**config.mk**
```make
export PLATFORM = sky130hd
export DESIGN_NAME = spi_master_byte_transfer
export DESIGN_NICKNAME = d
export VERILOG_FILES = /design/src/sv/spi_mbt_pkg.sv /design/src/sv/spi_master_byte_transfer.sv /design/src/sv/spi_mbt_cfg.sv /design/src/sv/spi_mbt_core.sv /design/src/sv/spi_mbt_oreg.sv
export VERILOG_INCLUDE_DIRS = /design/src /design/src/sv
export SDC_FILE = /design/constraint.sdc
export NUM_CORES = 1
export LEC_CHECK = 0
export ABC_AREA = 1
export BUFFER_PORTS_ARGS = -buffer_cell sky130_fd_sc_hd__buf_2
export CORE_MARGIN = 2
export CORE_UTILIZATION = 35
export DETAILED_ROUTE_END_ITERATION = 16
export PLACE_DENSITY = 0.53
export SLEW_MARGIN = 40
export SYNTH_ARGS = -nofsm -noshare
export SYNTH_HDL_FRONTEND = slang
export SYNTH_SLANG_ARGS = --single-unit
```
**constraint.sdc**
```tcl
create_clock -name clk -period 4.6 [get_ports clk]
set_input_delay 0.92 -clock clk [delete_from_list [all_inputs] [get_ports clk]]
set_output_delay 0.92 -clock clk [all_outputs]
set_load 0.005 [all_outputs]
```
**src/sv/spi_master_byte_transfer_defines.svh**
```systemverilog
// Assertion macros for the SPI master byte transfer block.
// Included by the top level; expects clk and rst_n in scope.
`ifndef SPI_MASTER_BYTE_TRANSFER_DEFINES_SVH
`define SPI_MASTER_BYTE_TRANSFER_DEFINES_SVH

// Same-cycle implication, disabled in reset.
`define SPI_MBT_ASSERT_NOW(label, ante, cons) \
  label: assert property (@(posedge clk) disable iff (!rst_n) (ante) |-> (cons)) \
    else $error("spi_mbt assertion failed");

// Next-cycle implication, disabled in reset.
`define SPI_MBT_ASSERT_NEXT(label, ante, cons) \
  label: assert property (@(posedge clk) disable iff (!rst_n) (ante) |=> (cons)) \
    else $error("spi_mbt assertion failed");

`endif

```
**src/sv/spi_mbt_pkg.sv**
```systemverilog
// Shared types and constants for the SPI master byte transfer block.
// No dependencies; used by every module of the block.
package spi_mbt_pkg;

  localparam int unsigned BYTE_W  = 8;
  localparam int unsigned BIT_W   = 3;
  localparam int unsigned CFG_IDX_W = 4;
  localparam logic [BIT_W-1:0] BIT_LAST = 3'd7;

  typedef enum logic [CFG_IDX_W-1:0] {
    CFG_POLARITY    = 4'd0,
    CFG_PHASE       = 4'd1,
    CFG_LSB_FIRST   = 4'd2,
    CFG_FRAME_DLY   = 4'd3,
    CFG_SHIFT_DLY   = 4'd4,
    CFG_DRIVE_DLY   = 4'd5,
    CFG_PRESAMP_DLY = 4'd6,
    CFG_POSTSAMP_DLY = 4'd7
  } cfg_idx_t;

  typedef struct packed {
    logic              action;
    logic [BYTE_W-1:0] tx_byte;
    logic              miso_level;
  } in_item_t;

  typedef struct packed {
    logic              sck_level;
    logic              mosi_level;
    logic              busy_res;
    logic              done_res;
    logic [BYTE_W-1:0] rx_byte;
  } out_item_t;

  typedef struct packed {
    logic              clock_polarity;
    logic              clock_phase;
    logic              lsb_first;
    logic [BYTE_W-1:0] frame_delay;
    logic [BYTE_W-1:0] delay_after_shift_edge;
    logic [BYTE_W-1:0] delay_after_data_drive;
    logic [BYTE_W-1:0] delay_before_sample;
    logic [BYTE_W-1:0] delay_after_sample;
  } cfg_t;

  typedef struct packed {
    logic we;
    logic level;
  } pol_wr_t;

endpackage

```
**src/sv/spi_master_byte_transfer.sv**
```systemverilog
// SPI master, one byte per transfer, modes 0 to 3, stepped by tick requests.
// Takes one request per clock unless out_ready stalls the result register: a
// request is held in an input register, the sequencer step runs between that
// register and the result register, and back-to-back requests give back-to-back
// results when not stalled. A start request loads the byte; each
// tick request while busy moves the sequencer one step through lead wait, eight bit
// periods and trail wait. cfg_ready is always high; write registers only with
// no requests in flight. Chip select is not generated here.
// Depends on spi_mbt_pkg, spi_mbt_cfg, spi_mbt_core, spi_mbt_oreg.
`include "spi_master_byte_transfer_defines.svh"

module spi_master_byte_transfer (
  input  logic                               clk,
  input  logic                               rst_n,
  input  logic                               in_valid,
  output logic                               in_ready,
  input  spi_mbt_pkg::in_item_t              in_item,
  output logic                               out_valid,
  input  logic                               out_ready,
  output spi_mbt_pkg::out_item_t             out_item,
  input  logic                               cfg_valid,
  output logic                               cfg_ready,
  input  logic [spi_mbt_pkg::CFG_IDX_W-1:0]  cfg_index,
  input  logic [spi_mbt_pkg::BYTE_W-1:0]     cfg_data
);

  logic                   in_valid_r;
  spi_mbt_pkg::in_item_t  in_item_r;
  logic                   oreg_ready;
  logic                   fire;
  spi_mbt_pkg::cfg_t      cfg;
  spi_mbt_pkg::pol_wr_t   pol_wr;
  spi_mbt_pkg::out_item_t core_result;

  assign fire     = in_valid_r && oreg_ready;
  assign in_ready = !in_valid_r || fire;

  always_ff @(posedge clk) begin
    if (!rst_n) begin
      in_valid_r <= 1'b0;
    end else if (in_ready) begin
      in_valid_r <= in_valid;
    end
  end

  always_ff @(posedge clk) begin
    if (in_valid && in_ready) begin
      in_item_r <= in_item;
    end
  end

  spi_mbt_cfg u_cfg (
    .clk       (clk),
    .rst_n     (rst_n),
    .cfg_valid (cfg_valid),
    .cfg_ready (cfg_ready),
    .cfg_index (cfg_index),
    .cfg_data  (cfg_data),
    .cfg       (cfg),
    .pol_wr    (pol_wr)
  );

  spi_mbt_core u_core (
    .clk    (clk),
    .rst_n  (rst_n),
    .step   (fire),
    .item   (in_item_r),
    .cfg    (cfg),
    .pol_wr (pol_wr),
    .result (core_result)
  );

  spi_mbt_oreg u_oreg (
    .clk        (clk),
    .rst_n      (rst_n),
    .load       (fire),
    .load_item  (core_result),
    .load_ready (oreg_ready),
    .out_valid  (out_valid),
    .out_ready  (out_ready),
    .out_item   (out_item)
  );

  `SPI_MBT_ASSERT_NEXT(a_fire_fills_out, fire, out_valid)
  `SPI_MBT_ASSERT_NOW(a_done_not_busy, out_valid && out_item.done_res, !out_item.busy_res)
  `SPI_MBT_ASSERT_NOW(a_rx_zero_unless_done, out_valid && !out_item.done_res,
                      out_item.rx_byte == '0)

endmodule

```
**src/sv/spi_mbt_cfg.sv**
```systemverilog
// Configuration register file for the SPI master byte transfer block.
// Depends on spi_mbt_pkg.
module spi_mbt_cfg (
  input  logic                                 clk,
  input  logic                                 rst_n,
  input  logic                                 cfg_valid,
  output logic                                 cfg_ready,
  input  logic [spi_mbt_pkg::CFG_IDX_W-1:0]    cfg_index,
  input  logic [spi_mbt_pkg::BYTE_W-1:0]       cfg_data,
  output spi_mbt_pkg::cfg_t                    cfg,
  output spi_mbt_pkg::pol_wr_t                 pol_wr
);

  spi_mbt_pkg::cfg_t cfg_r, cfg_nxt;

  assign cfg_ready = 1'b1;
  assign cfg       = cfg_r;

  always_comb begin
    cfg_nxt      = cfg_r;
    pol_wr.we    = 1'b0;
    pol_wr.level = cfg_data[0];
    if (cfg_valid) begin
      unique case (cfg_index)
        spi_mbt_pkg::CFG_POLARITY: begin
          cfg_nxt.clock_polarity = cfg_data[0];
          pol_wr.we = 1'b1;
        end
        spi_mbt_pkg::CFG_PHASE:        cfg_nxt.clock_phase            = cfg_data[0];
        spi_mbt_pkg::CFG_LSB_FIRST:    cfg_nxt.lsb_first              = cfg_data[0];
        spi_mbt_pkg::CFG_FRAME_DLY:    cfg_nxt.frame_delay            = cfg_data;
        spi_mbt_pkg::CFG_SHIFT_DLY:    cfg_nxt.delay_after_shift_edge = cfg_data;
        spi_mbt_pkg::CFG_DRIVE_DLY:    cfg_nxt.delay_after_data_drive = cfg_data;
        spi_mbt_pkg::CFG_PRESAMP_DLY:  cfg_nxt.delay_before_sample    = cfg_data;
        spi_mbt_pkg::CFG_POSTSAMP_DLY: cfg_nxt.delay_after_sample     = cfg_data;
        default: ;
      endcase
    end
  end

  always_ff @(posedge clk) begin
    if (!rst_n) begin
      cfg_r <= '0;
    end else begin
      cfg_r <= cfg_nxt;
    end
  end

endmodule

```
**src/sv/spi_mbt_core.sv**
```systemverilog
// Transfer sequencer: lead wait, eight four-action bit periods, trail wait.
// Advances at most one step per request; depends on spi_mbt_pkg.
module spi_mbt_core (
  input  logic                   clk,
  input  logic                   rst_n,
  input  logic                   step,
  input  spi_mbt_pkg::in_item_t  item,
  input  spi_mbt_pkg::cfg_t      cfg,
  input  spi_mbt_pkg::pol_wr_t   pol_wr,
  output spi_mbt_pkg::out_item_t result
);

  typedef enum logic [2:0] {
    PH_IDLE, PH_LEAD, PH_S1, PH_S2, PH_S3, PH_S4, PH_TRAIL
  } phase_t;

  typedef enum logic [1:0] {
    OP_EDGE_LEAD, OP_DRIVE, OP_EDGE_TRAIL, OP_SAMPLE
  } op_t;

  phase_t                           phase_r, phase_nxt;
  logic [spi_mbt_pkg::BYTE_W-1:0]   wait_r, wait_nxt;
  logic [spi_mbt_pkg::BIT_W-1:0]    bit_r, bit_nxt;
  logic [spi_mbt_pkg::BYTE_W-1:0]   tx_r, tx_nxt;
  logic [spi_mbt_pkg::BYTE_W-1:0]   rx_r, rx_nxt;
  logic                             sck_r, sck_nxt;
  logic                             mosi_r, mosi_nxt;

  logic                             act;
  logic [1:0]                       act_k;
  op_t                              op;
  logic [spi_mbt_pkg::BIT_W-1:0]    pos;
  logic                             done;

  always_comb begin
    phase_nxt = phase_r;
    wait_nxt  = wait_r;
    bit_nxt   = bit_r;
    tx_nxt    = tx_r;
    rx_nxt    = rx_r;
    sck_nxt   = sck_r;
    mosi_nxt  = mosi_r;
    act       = 1'b0;
    act_k     = 2'd0;
    done      = 1'b0;
    op        = OP_DRIVE;
    pos       = '0;

    if (pol_wr.we && phase_r == PH_IDLE) begin
      sck_nxt = pol_wr.level;
    end

    if (step) begin
      if (!item.action) begin
        if (phase_r == PH_IDLE) begin
          tx_nxt    = item.tx_byte;
          rx_nxt    = '0;
          bit_nxt   = '0;
          sck_nxt   = cfg.clock_polarity;
          wait_nxt  = cfg.frame_delay;
          phase_nxt = PH_LEAD;
        end
      end else if (phase_r != PH_IDLE) begin
        if (wait_r != '0) begin
          wait_nxt = wait_r - 8'd1;
        end else begin
          unique case (phase_r)
            PH_LEAD: act = 1'b1;
            PH_S1: begin
              act   = 1'b1;
              act_k = 2'd1;
            end
            PH_S2: begin
              act   = 1'b1;
              act_k = 2'd2;
            end
            PH_S3: begin
              act   = 1'b1;
              act_k = 2'd3;
            end
            PH_S4: begin
              if (bit_r != spi_mbt_pkg::BIT_LAST) begin
                bit_nxt = bit_r + 3'd1;
                act     = 1'b1;
              end else begin
                phase_nxt = PH_TRAIL;
                wait_nxt  = cfg.frame_delay;
              end
            end
            PH_TRAIL: begin
              phase_nxt = PH_IDLE;
              bit_nxt   = '0;
              done      = 1'b1;
            end
            default: ;
          endcase
        end
      end
    end

    pos = cfg.lsb_first ? bit_nxt : ~bit_nxt;
    if (cfg.clock_phase) begin
      case (act_k)
        2'd0:    op = OP_EDGE_LEAD;
        2'd1:    op = OP_DRIVE;
        2'd2:    op = OP_EDGE_TRAIL;
        default: op = OP_SAMPLE;
      endcase
    end else begin
      case (act_k)
        2'd0:    op = OP_DRIVE;
        2'd1:    op = OP_EDGE_LEAD;
        2'd2:    op = OP_SAMPLE;
        default: op = OP_EDGE_TRAIL;
      endcase
    end

    if (act) begin
      unique case (op)
        OP_EDGE_LEAD: begin
          sck_nxt  = ~cfg.clock_polarity;
          wait_nxt = cfg.clock_phase ? cfg.delay_after_shift_edge : cfg.delay_before_sample;
        end
        OP_DRIVE: begin
          mosi_nxt = tx_r[pos];
          wait_nxt = cfg.delay_after_data_drive;
        end
        OP_EDGE_TRAIL: begin
          sck_nxt  = cfg.clock_polarity;
          wait_nxt = cfg.clock_phase ? cfg.delay_before_sample : cfg.delay_after_shift_edge;
        end
        default: begin
          rx_nxt   = rx_r | (8'(item.miso_level) << pos);
          wait_nxt = cfg.delay_after_sample;
        end
      endcase
      case (act_k)
        2'd0:    phase_nxt = PH_S1;
        2'd1:    phase_nxt = PH_S2;
        2'd2:    phase_nxt = PH_S3;
        default: phase_nxt = PH_S4;
      endcase
    end

    result.sck_level  = sck_nxt;
    result.mosi_level = mosi_nxt;
    result.busy_res   = (phase_nxt != PH_IDLE);
    result.done_res   = done;
    result.rx_byte    = done ? rx_r : '0;
  end

  always_ff @(posedge clk) begin
    if (!rst_n) begin
      phase_r <= PH_IDLE;
      wait_r  <= '0;
      bit_r   <= '0;
      tx_r    <= '0;
      rx_r    <= '0;
      sck_r   <= 1'b0;
      mosi_r  <= 1'b0;
    end else begin
      phase_r <= phase_nxt;
      wait_r  <= wait_nxt;
      bit_r   <= bit_nxt;
      tx_r    <= tx_nxt;
      rx_r    <= rx_nxt;
      sck_r   <= sck_nxt;
      mosi_r  <= mosi_nxt;
    end
  end

endmodule

```
**src/sv/spi_mbt_oreg.sv**
```systemverilog
// Result register with valid/ready handshake toward the consumer.
// Depends on spi_mbt_pkg.
module spi_mbt_oreg (
  input  logic                   clk,
  input  logic                   rst_n,
  input  logic                   load,
  input  spi_mbt_pkg::out_item_t load_item,
  output logic                   load_ready,
  output logic                   out_valid,
  input  logic                   out_ready,
  output spi_mbt_pkg::out_item_t out_item
);

  logic                   valid_r;
  spi_mbt_pkg::out_item_t item_r;

  assign load_ready = !valid_r || out_ready;
  assign out_valid  = valid_r;
  assign out_item   = item_r;

  always_ff @(posedge clk) begin
    if (!rst_n) begin
      valid_r <= 1'b0;
    end else if (load_ready) begin
      valid_r <= load;
    end
  end

  always_ff @(posedge clk) begin
    if (load && load_ready) begin
      item_r <= load_item;
    end
  end

endmodule
```
==> impl_metrics.ini, run 1 <==
[outcome]
status = finished, final reports clean

[critical_path]
arrival_ps = 3010
cp_num_buf_inv = 3
path_cells = buf_2 -> inv_1 -> nand2_1 -> nand2_1 -> inv_1 -> nand4_4 -> xnor2_1 -> nand2_1 -> nand2_1 -> nand2_1 -> o21bai_1 -> a21oi_1
crit_top_cell = nand2_1
slowest_stage = inv_1
cp_max_fo = 14
r2r_end = u_oreg.out_item[9]$_DFFE_PP_
rrSetupSlack_ps = 2040
slowest_delay_ps = 470
rr_startpoint = u_core.wait_r[0]$_SDFFE_PN0P_
cp.required_ps = 4820
start_kind = input pin
path_delay_family = simple AND/OR/NAND/NOR gates
worstSetupPathType = in2reg
endpoint_kind = flip-flop
reg2reg_depth = 9

[floorplanning]
rows = 43
start_util = 0.3572
die_h_um = 122.8
core_area_um2 = 13830
die_area_um2 = 15080
ios = 42
die_w_um = 122.8

[cells_and_area]
syn_to_final_growth_pct = 12.79
drive_gt1_frac = 0.1367
fin_cells = 875
fillers = 1435
diodes = 0
nets = 720

[cts]
clk_pin_slew_ps = 70
clock_latency_ps = 360
post-cts-setup-buffers = 0
cts.htree.levels = 3
cts-root-buf = clkbuf_16
cts_tree = built
hold_buffers = 0
cts_resized = 0
clockBufferDepth = 2
cts_buffers = 9
cts.sinks = 99

[yosys]
async_reset_ff_frac = 0
syn_nets = 689
syn_area_um2 = 4938
synth_cell_types = 46
ys_seq_area_frac = 0.4459
synth_seq_cells = 99
synth_edf_count = 22
postSynthAreaPerCell_um2 = 7.494
ys_warn_count = 0
synthFlopType = dfxtp_1
synth_cells = 659

[detailed_routing]
totalWireLength_um = 12310
postRouteAntennaNets = 0
drc = 0
dr.first_iter.drc_count = 304
drtPass1Iterations = 5
vias_per_cell = 4.975
wl_per_cell_um = 14.06
vias = 4353

[placement]
hpwl_um = 9176
port_buffers = 40
dp.cells = 859
gp_congestion = 0.8805

[global_route]
overflow = 0
grt_pass1_wl_um = 20250
antenna_found_initial = 0
grt_pass1_vias = 4020
grt_max_degree = 37
grt_use_total = 0.1744

[sta]
relSlewSlack = 0.5567
rsz0062_at_grt = false
finalSetupViolCount = 0
worst_slew_pin_slew_ps = 662.5
hold_viol_final = 0
skew_ps = 5.598
period_minus_slack_ps = 2785
tns_ps = 0
finalCritPeriodShare = 0.6054
maxSlewViolCount = 0
fmax_mhz = 359.1

[min_path]
worstHoldPathCells = 2
hold_path_class = reg2reg
hp-start = u_cfg.cfg[34]$_SDFFE_PN0P_
worstHoldEndpoint = u_cfg.cfg[34]$_SDFFE_PN0P_

[pwr]
switching_share = 0.2663
power.leakage_nw = 2.236
power.switching_uw = 511.8
internal_power_mw = 1.410
pwr-share-clk = 0.388
peakVddDrop_mv = 0.1570
comb_power_share = 0.122
seqPwrFrac = 0.490
powerDensity_nw_per_um2 = 345.0

[flow_run]
cap_viol_max_count = 0
[cells in the final DEF, fill, tap and decap left out, types with 9 or more instances in the layout]
cell,Yosys,routed
nand2_1,113,113
nor2_1,102,102
o21ai_0,87,87
dfxtp_1,77,76
inv_1,63,63
a21oi_1,46,46
buf_2,1,40
nand3_1,36,36
edfxtp_1,22,22
a31oi_1,12,12
clkbuf_16,0,9
[power groups by stage]
| stage | Sequential [mW] | Combinational (mW) | Clock, mW |
|---|---|---|---|
| floorplan | 0.953 | 0.171 | 0 |
| global placement | 0.960 | 0.235 | 0 |
| finish | 0.942 | 0.234 | 0.746 |
| CTS | 0.941 | 0.236 | 0.764 |
| global route | 0.945 | 0.264 | 0.800 |
| detailed placement | 0.961 | 0.235 | 0 |
[Yosys cell counts (2+ instances only)]
cell / instances / area, um^2
a21oi_1: 46 / 230.2
a31oi_1: 12 / 75.07
buf_1: 3 / 11.26
buf_4: 2 / 15.01
clkbuf_1: 15 / 56.30
clkinv_1: 2 / 7.510
dfxtp_1: 77 / 1541
edfxtp_1: 22 / 660.6
ha_1: 3 / 37.54
inv_1: 63 / 236.5
inv_2: 4 / 15.01
nand2_1: 113 / 424.2
nand2_2: 5 / 31.28
nand2_4: 2 / 22.52
nand3_1: 36 / 180.2
nand3_2: 4 / 40.04
nand4_1: 7 / 43.79
nor2_1: 102 / 382.9
nor2_2: 4 / 25.02
nor2_4: 7 / 78.83
nor2_8: 2 / 40.04
nor3_1: 6 / 30.03
o211ai_1: 4 / 30.03
o21a_1: 2 / 15.01
o21ai_0: 87 / 435.4
o22ai_1: 2 / 12.51
or2_0: 2 / 12.51
or2_2: 2 / 12.51
xnor2_1: 3 / 26.28
xor2_1: 4 / 35.03
[sequential cells by signal, indices dropped and copies added, names as in the netlist]
| signal | cells |
|---|---|
| u_core.tx_r | 8 |
| u_oreg.out_item | 12 |
| u_core.phase_r | 3 |
| in_valid_r | 1 |
| in_item_r | 10 |
| u_core.wait_r | 8 |
| u_core.mosi_r | 1 |
| u_cfg.cfg | 43 |
| u_oreg.out_valid | 1 |
| u_core.rx_r | 8 |
| u_core.sck_r | 1 |
| u_core.bit_r | 3 |
[kinds of logic (layout without fill, tap and decap cells)]
logic type | Yosys count | count (layout) | share of synthesized area
flip-flops | 99 | 99 | 0.4459
AO/OA/AOI/OAI | 159 | 159 | 0.1730
other | 1 | 1 | 0.0007593
adder cells (fa/ha/maj) | 3 | 3 | 0.007602
XOR/XNOR | 9 | 9 | 0.02128
AND/OR/NAND/NOR | 296 | 296 | 0.2782
buffers and inverters | 92 | 128 | 0.07322
[metrics by stage]
step | hold slack [ps] | worst slack (ps) | total power, mW | area [um^2] | utilization
after floorplan | 420.5 | 1954 | 1.123 | 4938 | -
after global placement | 441.3 | 1474 | 1.195 | 5284 | 0.3821
after detailed placement | 440.9 | 1435 | 1.196 | 5285 | 0.3822
after CTS | 451.1 | 1797 | 1.941 | 5570 | 0.4029
after global routing | 482.4 | 1528 | 2.009 | 5570 | 0.4029
final | 448.9 | 1815 | 1.922 | 5570 | 0.4029
[worst register-to-register path, delay by kind of cell, from the launching register on]
family          cells  cell delay (ps)
simple gates        5             1020
buf+inv             2              390
compound gates      1              370
flops               1              330
fa+ha+maj           1              180
[layout make-up]
class / count / area [um^2] / share of cell area
clock inverter: 6 / 56.30 / 0.01011
inverter: 71 / 274.0 / 0.04919
sequential: 99 / 2203 / 0.3956
multi-input combinational: 468 / 2375 / 0.4263
tap: 180 / 225.2 / 0.04043
timing repair buffer: 41 / 207.7 / 0.03729
clock buffer: 10 / 229.0 / 0.04111
[worst max-delay path by stage]
stage	end	start	cells after the start
6_report	u_core.wait_r[2]$_SDFFE_PN0P_	out_ready	12
5_1_grt	u_core.wait_r[2]$_SDFFE_PN0P_	out_ready	12
4_1_cts	u_core.wait_r[2]$_SDFFE_PN0P_	out_ready	12
3_5_place_dp	u_core.wait_r[2]$_SDFFE_PN0P_	out_ready	12
3_3_place_gp	u_core.wait_r[2]$_SDFFE_PN0P_	out_ready	12
2_1_floorplan	u_oreg.out_item[10]$_DFFE_PP_	out_ready	12
[per-layer routing]
metal	wire length [um]	GRT usage	vias to the layer above
li1	-	-	2237
met1	6133	0.2465	1987
met2	5328	0.2566	109
met3	579	0.02881	20
met4	264	0.08621	0
met5	0	0	-
No activity file was read; power rests on OpenSTA's default activity.
==> run 2: changes to the inputs <==
--- a/config.mk
+++ b/config.mk
@@ -11,7 +11,7 @@
 export CORE_MARGIN = 2
 export CORE_UTILIZATION = 35
 export DETAILED_ROUTE_END_ITERATION = 16
-export PLACE_DENSITY = 0.53
+export PLACE_DENSITY = 0.55
 export SLEW_MARGIN = 40
 export SYNTH_ARGS = -nofsm -noshare
 export SYNTH_HDL_FRONTEND = slang
==> constraint.sdc (replaced) <==
create_clock -name clk -period 2.2 [get_ports clk]
set_input_delay 0.44 -clock clk [delete_from_list [all_inputs] [get_ports clk]]
set_output_delay 0.44 -clock clk [all_outputs]
set_load 0.005 [all_outputs]
==> impl_metrics.ini, run 2 (synthesis results as in run 1) <==
[min_path]
worstHoldPathCells = 1
worstHoldEndpoint = in_item_r[5]$_DFFE_PP_
hold_path_class = in2reg
hp-start = in_item[5]

[sta]
tns_ps = 0
worst_slew_pin_slew_ps = 626.2
relSlewSlack = 0.5810
hold_viol_final = 0
period_minus_slack_ps = 2065
fin_hold_ws_ps = 265.4
fmax_mhz = 484.4
skew_ps = 4.888
maxSlewViolCount = 0
finalSetupViolCount = 0
finalCritPeriodShare = 0.9385

[cts]
clockBufferDepth = 2
cts_buffers = 9
cts_tree = built
hold_buffers = 0
cts-root-buf = clkbuf_16
cts.sinks = 99
clock_latency_ps = 350
cts.htree.levels = 3
clk_pin_slew_ps = 70

[outcome]
status = finished, final reports clean

[cells_and_area]
diodes = 0
nets = 751
final_area_um2 = 5937
layout_commonest_cell = nand2_1
syn_to_final_growth_pct = 20.22
largest_reg_flops = 43
most-common-layout-cells = nand2_1, nor2_1, o21ai_0
fin_cells = 906
drive_gt1_frac = 0.1997

[global_route]
grt_pass1_wl_um = 20530
grt_use_total = 0.1765
grt_max_degree = 34
grt_pass1_vias = 4013
antenna_found_initial = 0
overflow = 0

[detailed_routing]
totalWireLength_um = 12650
drtPass1Iterations = 5
wl_per_cell_um = 13.96
vias = 4430
vias_per_cell = 4.890
dr.first_iter.drc_count = 271
postRouteAntennaNets = 0
drc = 0

[critical_path]
arrival_ps = 2160
worstSetupPathType = reg2reg
rr_startpoint = u_core.wait_r[2]$_SDFFE_PN0P_
reg2reg_depth = 12
rrSetupSlack_ps = 140
cp_max_fo = 5
endpoint_kind = flip-flop
r2r_end = u_oreg.out_item[10]$_DFFE_PP_
start_kind = flip-flop
cp.required_ps = 2300

[floorplanning]
die_w_um = 122.8
die_h_um = 122.8
die_area_um2 = 15080
ios = 42
start_util = 0.3572
core_area_um2 = 13830
rows = 43

[placement]
placed_area_um2 = 5449
gp_congestion = 0.8661
dp.cells = 881
hpwl_um = 9349
port_buffers = 40

[pwr]
power.leakage_nw = 2.410
powerDensity_nw_per_um2 = 714.6
peakVddDrop_mv = 0.2959
p_total_mw = 4.242

[flow_run]
cap_viol_max_count = 0
==> run 2: power breakdown <==
group / internal, mW / switching [mW]
clock network: 0.994 / 0.685
logic: 0.227 / 0.370
registers: 1.92 / 0.0446
total: 3.14 / 1.10
==> run 2: cell type report <==
cell class,count,area (um^2)
sequential,99,2208
timing repair buffer,70,437.9
clock buffer,11,232.7
tap,180,225.2
fill,1411,7890
clock inverter,5,77.57
inverter,71,274.0
multi-input combinational,470,2481
==> run 2: routing by layer <==
| layer | routed length [um] | GRT usage | vias up |
|---|---|---|---|
| met2 | 5685 | 0.2721 | 94 |
| met4 | 304 | 0.06753 | 0 |
| li1 | - | - | 2300 |
| met3 | 456 | 0.03160 | 21 |
| met5 | 0 | 0 | - |
| met1 | 6203 | 0.2448 | 2015 |
==> run 2: how the worst max path moves through the flow <==
| stage | from | endpoint | slack [ps] | cells after the start |
|---|---|---|---|---|
| 3_3_place_gp | out_ready | u_core.rx_r[0]$_SDFF_PN0_ | 20 | 12 |
| 4_1_cts | u_core.wait_r[0]$_SDFFE_PN0P_ | u_core.wait_r[3]$_SDFFE_PN0P_ | 6 | 10 |
| 2_1_floorplan | out_ready | u_oreg.out_item[10]$_DFFE_PP_ | 30 | 12 |
| 3_5_place_dp | out_ready | u_core.rx_r[0]$_SDFF_PN0_ | -20 | 12 |
| 5_1_grt | u_core.wait_r[0]$_SDFFE_PN0P_ | u_core.rx_r[1]$_SDFF_PN0_ | -1 | 11 |
| 6_report | u_core.wait_r[2]$_SDFFE_PN0P_ | u_oreg.out_item[10]$_DFFE_PP_ | 140 | 12 |
==> run 2: worst max-delay path, cell delays in order, from the launching register on <==
cell	delay [ps]
dfxtp_1	370
nor2_4	170
nand2_2	140
nor2_8	180
nand3_1	120
nand2_2	120
nand3_1	180
nand2_2	170
nand2_1	70
nand3_1	60
nand3_1	80
nand3_2	90
nand2_1	50
==> run 2: per-stage QoR <==
| stage | utilization | setup slack (ps) |
|---|---|---|
| 6_report | 0.4294 | 135.4 |
| 5_1_grt | 0.4294 | -1.246 |
| 4_1_cts | 0.4172 | 6.264 |
| 3_5_place_dp | 0.3941 | -17.12 |
| 3_3_place_gp | 0.3941 | 15.28 |
| 2_1_floorplan | - | 34.00 |
==> run 2: what timing repair did <==
action / in CTS / in global routing
pin swaps: 0 / 4
endpoints found under the hold margin: 0 / 0
gates cloned: 0 / 2
setup buffers: 0 / 7
endpoints found under the setup margin: 2 / 21
resized for setup: 2 / 24
